`config.mk`:
```
export PLATFORM = sky130hd
export DESIGN_NAME = vtsc_regs
export DESIGN_NICKNAME = d
export VERILOG_FILES = /design/src/sv/vtsc_pkg.sv /design/src/sv/vtsc_regs.sv
export SDC_FILE = /design/constraint.sdc
export NUM_CORES = 1
export LEC_CHECK = 0
export BUFFER_PORTS_ARGS = -buffer_cell sky130_fd_sc_hd__clkbuf_2
export CORE_UTILIZATION = 46
export DETAILED_ROUTE_END_ITERATION = 10
export GPL_TIMING_DRIVEN = 0
export PLACE_DENSITY = 0.87
export SLEW_MARGIN = 20
export SYNTH_ARGS = -nofsm -noshare
export SYNTH_HDL_FRONTEND = slang
export SYNTH_SLANG_ARGS = --single-unit
```
`constraint.sdc`:
```
create_clock -name clk -period 1.2 [get_ports clk]
set_input_delay 0 -clock clk [delete_from_list [all_inputs] [get_ports clk]]
set_output_delay 0 -clock clk [all_outputs]
set_load 0.02 [all_outputs]
```
`src/sv/vtsc_pkg.sv`:
```
// ----------------------------------------------------------------------------
// vtsc_pkg
// Shared widths, register indexes and beat types of the view transform and
// sphere cull unit.
// ----------------------------------------------------------------------------
package vtsc_pkg;

  localparam int COORD_WIDTH    = 20;
  localparam int AXIS_FRAC_BITS = 14;
  localparam int AXIS_WIDTH     = AXIS_FRAC_BITS + 2;
  localparam int TAN_WIDTH      = 16;
  localparam int TAN_FRAC       = 14;
  localparam int RADIUS_WIDTH   = COORD_WIDTH - 1;

  // datapath widths
  localparam int DIFF_W  = COORD_WIDTH + 1;             // world offset
  localparam int PROD_W  = DIFF_W + AXIS_WIDTH;         // offset times axis
  localparam int SUM_W   = PROD_W + 2;                  // three-term dot
  localparam int VIEW_W  = SUM_W - AXIS_FRAC_BITS;      // rounded view coord
  localparam int EXT_W   = VIEW_W + 1;                  // z + r and friends
  localparam int BOUND_W = EXT_W + TAN_WIDTH + 1;       // (z + r) * tan
  localparam int CMP_W   = BOUND_W + 1;                 // room for -bound
  localparam int BOX_W   = DIFF_W + 9;                  // 100 * (d -/+ r)

  localparam int BOX_SCALE = 100;
  localparam int BOX_LIMIT = 174;

  // configuration port
  localparam int DATA_W    = 64;
  localparam int IDX_W     = 3;
  localparam int ADDR_LSB  = 3;
  localparam int ADDR_W    = IDX_W + ADDR_LSB;

  localparam logic [AXIS_WIDTH-1:0]   AXIS_ONE       = AXIS_WIDTH'(1) << AXIS_FRAC_BITS;
  localparam logic [TAN_WIDTH-1:0]    TAN_RESET      = TAN_WIDTH'(1) << TAN_FRAC;
  localparam logic [RADIUS_WIDTH-1:0] MAX_DEPTH_RESET = RADIUS_WIDTH'(25600);

  typedef enum logic [IDX_W-1:0] {
    REG_CAM_ORIGIN = 3'd0,
    REG_AXIS_I     = 3'd1,
    REG_AXIS_J     = 3'd2,
    REG_AXIS_K     = 3'd3,
    REG_TAN_HALF_H = 3'd4,
    REG_TAN_HALF_V = 3'd5,
    REG_MAX_DEPTH  = 3'd6
  } reg_idx_t;

  // one camera axis: x component low, z high
  typedef logic [2:0][AXIS_WIDTH-1:0] axis_t;

  typedef struct packed {
    logic [2:0][COORD_WIDTH-1:0] cam_origin;
    axis_t [2:0]                 axis;        // 0: i, 1: j, 2: k
    logic [TAN_WIDTH-1:0]        tan_half_h;
    logic [TAN_WIDTH-1:0]        tan_half_v;
    logic [RADIUS_WIDTH-1:0]     max_depth;
  } cfg_t;

  typedef struct packed {
    logic                          func;
    logic signed [COORD_WIDTH-1:0] point_x;
    logic signed [COORD_WIDTH-1:0] point_y;
    logic signed [COORD_WIDTH-1:0] point_z;
    logic [RADIUS_WIDTH-1:0]       radius;
    logic                          last_item;
  } in_item_t;

  typedef struct packed {
    logic signed [COORD_WIDTH-1:0] view_x;
    logic signed [COORD_WIDTH-1:0] view_y;
    logic signed [COORD_WIDTH-1:0] view_z;
    logic                          visible;
    logic                          last_result;
  } out_item_t;

endpackage

```
`src/sv/vtsc_regs.sv`:
```
// ----------------------------------------------------------------------------
// vtsc_regs
// Configuration register file behind the APB-style port.
// ----------------------------------------------------------------------------
module vtsc_regs (
  input  logic                          clk,
  input  logic                          rst,
  input  logic                          psel,
  input  logic                          penable,
  input  logic                          pwrite,
  input  logic [vtsc_pkg::ADDR_W-1:0]   paddr,
  input  logic [vtsc_pkg::DATA_W-1:0]   pwdata,
  output logic [vtsc_pkg::DATA_W-1:0]   prdata,
  output vtsc_pkg::cfg_t                cfg
);

  vtsc_pkg::reg_idx_t idx;
  logic               wr_en;

  assign idx   = vtsc_pkg::reg_idx_t'(paddr[vtsc_pkg::ADDR_W-1:vtsc_pkg::ADDR_LSB]);
  assign wr_en = psel && penable && pwrite;

  always_ff @(posedge clk) begin
    if (rst) begin
      cfg.cam_origin <= '0;
      // identity axes: unit on x, y, z respectively
      cfg.axis[0]    <= {{(2*vtsc_pkg::AXIS_WIDTH){1'b0}}, vtsc_pkg::AXIS_ONE};
      cfg.axis[1]    <= {{vtsc_pkg::AXIS_WIDTH{1'b0}}, vtsc_pkg::AXIS_ONE,
                         {vtsc_pkg::AXIS_WIDTH{1'b0}}};
      cfg.axis[2]    <= {vtsc_pkg::AXIS_ONE, {(2*vtsc_pkg::AXIS_WIDTH){1'b0}}};
      cfg.tan_half_h <= vtsc_pkg::TAN_RESET;
      cfg.tan_half_v <= vtsc_pkg::TAN_RESET;
      cfg.max_depth  <= vtsc_pkg::MAX_DEPTH_RESET;
    end else if (wr_en) begin
      unique case (idx)
        vtsc_pkg::REG_CAM_ORIGIN: begin
          cfg.cam_origin <= pwdata[3*vtsc_pkg::COORD_WIDTH-1:0];
        end
        vtsc_pkg::REG_AXIS_I: begin
          cfg.axis[0] <= pwdata[3*vtsc_pkg::AXIS_WIDTH-1:0];
        end
        vtsc_pkg::REG_AXIS_J: begin
          cfg.axis[1] <= pwdata[3*vtsc_pkg::AXIS_WIDTH-1:0];
        end
        vtsc_pkg::REG_AXIS_K: begin
          cfg.axis[2] <= pwdata[3*vtsc_pkg::AXIS_WIDTH-1:0];
        end
        vtsc_pkg::REG_TAN_HALF_H: begin
          cfg.tan_half_h <= pwdata[vtsc_pkg::TAN_WIDTH-1:0];
        end
        vtsc_pkg::REG_TAN_HALF_V: begin
          cfg.tan_half_v <= pwdata[vtsc_pkg::TAN_WIDTH-1:0];
        end
        vtsc_pkg::REG_MAX_DEPTH: begin
          cfg.max_depth <= pwdata[vtsc_pkg::RADIUS_WIDTH-1:0];
        end
        default: begin
          // drop writes past the last register
        end
      endcase
    end
  end

  always_comb begin
    prdata = '0;
    unique case (idx)
      vtsc_pkg::REG_CAM_ORIGIN: prdata = vtsc_pkg::DATA_W'(cfg.cam_origin);
      vtsc_pkg::REG_AXIS_I:     prdata = vtsc_pkg::DATA_W'(cfg.axis[0]);
      vtsc_pkg::REG_AXIS_J:     prdata = vtsc_pkg::DATA_W'(cfg.axis[1]);
      vtsc_pkg::REG_AXIS_K:     prdata = vtsc_pkg::DATA_W'(cfg.axis[2]);
      vtsc_pkg::REG_TAN_HALF_H: prdata = vtsc_pkg::DATA_W'(cfg.tan_half_h);
      vtsc_pkg::REG_TAN_HALF_V: prdata = vtsc_pkg::DATA_W'(cfg.tan_half_v);
      vtsc_pkg::REG_MAX_DEPTH:  prdata = vtsc_pkg::DATA_W'(cfg.max_depth);
      default:                  prdata = '0;
    endcase
  end

endmodule

```
# [Word-level counts from Yosys, hierarchy flattened]
# Index checks and enable logic that the tools add are counted.
[word_totals] regBits=255 word_cells=32
[classes] n_eq_ne=6 mux=1 n_reduce_logical=10
[op_table] cell="60-bit case mux with 7 select lines" count=1
[op_table] cell="2-bit AND reduction" count=7
[op_table] cell="3-bit == test (second input constant)" count=3
[op_table] cell="3-bit by 2-bit == test with 1-bit output (second input constant)" count=2
[op_table] cell="3-bit by 1-bit == test with 1-bit output (second input constant)" count=1
[op_table] cell="3-bit zero test" count=1
[op_table] cell="1-bit logical AND" count=2

# [Depth between registers and ports, before layout]
[logic_depth] depth_word=3 ltp_mapped=7 ltp_nobuf=3

# [Worst setup path after synthesis]
# No wires, ideal clock.
[synth_path] kind="flip-flop to output port" from="reg cfg[24] in the netlist's numbering" to="out prdata[5] in the netlist's numbering" t_arrival_ns=1.367 required_time_ns=1.200 path_slack_ns=-0.167 path_stages_with_launch=4 cell_sequence="dfxtp_1 -> mux2i_1 -> o221a_2 -> a221oi_1"
[synth_via] elab_chain_cells=1
[synth_rtl] item="start: declaration" line="vtsc_regs.sv:14" rtl="output vtsc_pkg::cfg_t cfg"
[synth_rtl] item="60-bit case mux with 7 select lines" line="vtsc_regs.sv:66" rtl="unique case (idx)"
[synth_rtl] item="end: declaration" line="vtsc_regs.sv:13" rtl="output logic [vtsc_pkg::DATA_W-1:0] prdata,"
# No other way between the ends.

# [Worst setup path after layout]
[layout_path] from="in paddr[5] in the netlist's numbering" to="out prdata[26] in the netlist's numbering"
[layout_via] elab_chain_cells=2 word_cells_on_any_way=8 classes_between="eq/ne: 6; mux: 1; reduce/logical: 1"
[layout_rtl] item="start: declaration" line="vtsc_regs.sv:11" rtl="input logic [vtsc_pkg::ADDR_W-1:0] paddr,"
[layout_rtl] item="3-bit == test, or another cell as far along" line="vtsc_regs.sv:66"
[layout_rtl] item="60-bit case mux with 7 select lines *" line="vtsc_regs.sv:66"
# Mark *: on every way between the ends. The rest lies on a longest branch, timed or not.

==> summary.txt <==
Crit path DAT: 1710 ps
Non-Filler Instances: 2,088
Synth top cells by count: nand2b_1 (309), mux2i_1 (284), dfxtp_1 (255), clkbuf_1 (44), nor2b_1 (32)
Max-Cap Viols: 0
Sink Count: 255
Final Cell Area: 17,900 um^2
Initial cell density of the core: 46.9%
Gate Count Post-Synth: 1,120
Register area share after synthesis: 41.9%
Critical path launch point type: input port
Port Buf Inserts: 379
Die extent in x: 165 um
Gr usage total: 36.0%
H-Tree Depth: 1
FF+latch count, synth: 255
Vias in the first global route: 12.0k
Die area: 27,100 um^2
Placeable core region: 26,000 um^2
Pwr Density: 1050 nW/um^2
FF-to-FF End: cfg[129]
Crit share post-route: 142%
Starting DRT DRC Count: 1,278
DR vias: 12.1k
CP endpoint kind: output pin
Synth area leader: dfxtp_1
CTS tree: done
Routed Antenna Nets: 0
Final WS setup: -507 ps
R2R Setup Slk: 200 ps
Synth Cell Area: 12,200 um^2
Clock Path Buffers: 3
RSZ-0062 raised after global routing: yes
Slew @ Worst Pin: 868 ps
Normalized max-slew margin: 42.1%
Worst EP required: 1200 ps
TritonRoute pass-1 iters: 7
Detailed Place HPWL: 32,600 um
Cells after DPL: 1,837
Worst r2r src: cfg[129]
Post-layout nets: 1,810
Fmax: 586 MHz
IR drop worst, VDD: 0.000995 V
Setup violators final: 61
Final core utilization: 69.0%
EDFF count, synth: 0
First-pass GRT wire length: 72,300 um
Placed instance area: 14,600 um^2
Worst Hold Launch: paddr[3]
Gpl congestion: 0.872
Hold Crit Class: in2reg
Top Registers: cfg (255)
Drt wl/cell: 25.3 um
Crit path kind: in2out
Hold depth: 4
Top reg by flops: cfg
Largest net degree at the start of global routing: 14
Pre-CTS WS: -799 ps
Synth top area share: 41.9%
Minimum clock period: 1710 ps
Register-to-Register Path Depth: 3
Hold slack: 82.8 ps
Clock latency on the worst-skew pair: 530 ps
Fill cells: 1,751
Row Count: 59
Area of the multi-input gates: 6790 um^2
Root Driver: clkbuf_16
Ys async rst share: 0%
Final hold violation count: 0
Via density per instance: 5.79
Slew Limit Fails: 0
Count leader, synth: nand2b_1
Clk_skew: 0 ps
Pleak: 8.96 nW
Top cells by area, synth: dfxtp_1 (42%), mux2i_1 (23%), nand2b_1 (16%)
I/O pins: 394
Initial antenna violation count: 4
Final WL: 52,800 um
Worst hold endpoint: cfg[205]
Clk pin slew, worst setup/hold paths: 60 ps
Die height: 165 um
Violated checks: setup timing
Largest register FFs: 255
Crit-path max FO: 10
Drc violations: 0
Layout cell share with drive strength beyond 1: 50.6%
Layout Area Growth over Synthesis: 47.2%
Total grt overflow: 0
Outcome: finished with violations
Register area: 5330 um^2
Synth Flop Type: dfxtp_1
CTS buffer count: 27
Syn Area/Cell: 10.9 um^2
Synth cell types: 36
Synthesis Warnings: 0
critical path: stages:
cell and delay [ps]:
clkbuf_2 110, buf_4 220, buf_2 420, clkbuf_2 580
nor2b_1 150, buf_4 200
logic make-up after synthesis:
group,Yosys count,share of synthesized area [%]
AO/OA/AOI/OAI,46,3.41
buffers and inverters,103,4.95
flip-flops,255,41.9
multiplexers,322,29.5
other,1,0.0308
AND/OR/NAND/NOR,393,20.2
final cells by class:
cell class / instances / share of cell area [%]
multi-input cells: 765 / 37.9
flip-flops and latches: 255 / 29.7
repair buffers: 583 / 21.8
clock buffers: 37 / 4.31
plain buffers: 93 / 3.29
well taps: 335 / 2.34
clock inverters: 7 / 0.384
inverters: 10 / 0.209
diodes: 3 / 0.0419
layer usage:
| metal | vias up | GRT usage (%) | wire length (um) |
|---|---|---|---|
| met4 | 0 | 21.3 | 3060 |
| met1 | 5891 | 41.1 | 19300 |
| li1 | 5067 | - | - |
| met5 | - | 0 | 0 |
| met3 | 236 | 8.97 | 5180 |
| met2 | 893 | 60.6 | 25300 |
where the power goes:
group          internal [W]  switching (W)  leakage [nW]
clock network       0.00468        0.00352         0.411
logic              0.000846        0.00117          6.41
registers           0.00852      0.0000506          2.14
total                0.0140        0.00474          8.96
layout by cell type (no fill, tap or decap), types with 8 or more instances in the layout:
master / count
a221oi_2: 9
a22oi_1: 12
and2_1: 15
buf_2: 26
buf_4: 178
buf_6: 41
buf_8: 11
clkbuf_1: 42
clkbuf_16: 27
clkbuf_2: 313
clkbuf_8: 12
dfxtp_1: 83
dfxtp_2: 169
dlygate4sd3_1: 60
inv_1: 9
mux2i_1: 284
mux4_2: 29
nand2b_1: 309
nor2_1: 12
nor2b_1: 8
nor2b_4: 23
o221a_2: 10
metrics by stage:
step,power [W],TNS (ps)
final,0.0188,-20400
after global routing,0.0192,-22400
after CTS,0.0186,-19890
after detailed placement,0.0104,-73880
after global placement,0.0104,-67680
after floorplan,0.00974,0
worst max path at each step:
stage,from,to,slack [ps],depth (start not counted)
after floorplan,cfg[24],prdata[5],30,3
after global placement,paddr[5],prdata[9],-740,7
after detailed placement,paddr[5],prdata[9],-800,7
after CTS,cfg[23],prdata[4],-480,4
after global routing,paddr[5],prdata[26],-530,6
final,paddr[5],prdata[26],-510,6
timing repair:
action                                  CTS  global route
pin swaps                                12            12
endpoints found under the setup margin   60            87
gates cloned                              0             0
hold buffers                             60             0
setup buffers                           118            26
resized for setup                       241           165
endpoints found under the hold margin   255             0
Power figures use the tool's default switching activity.
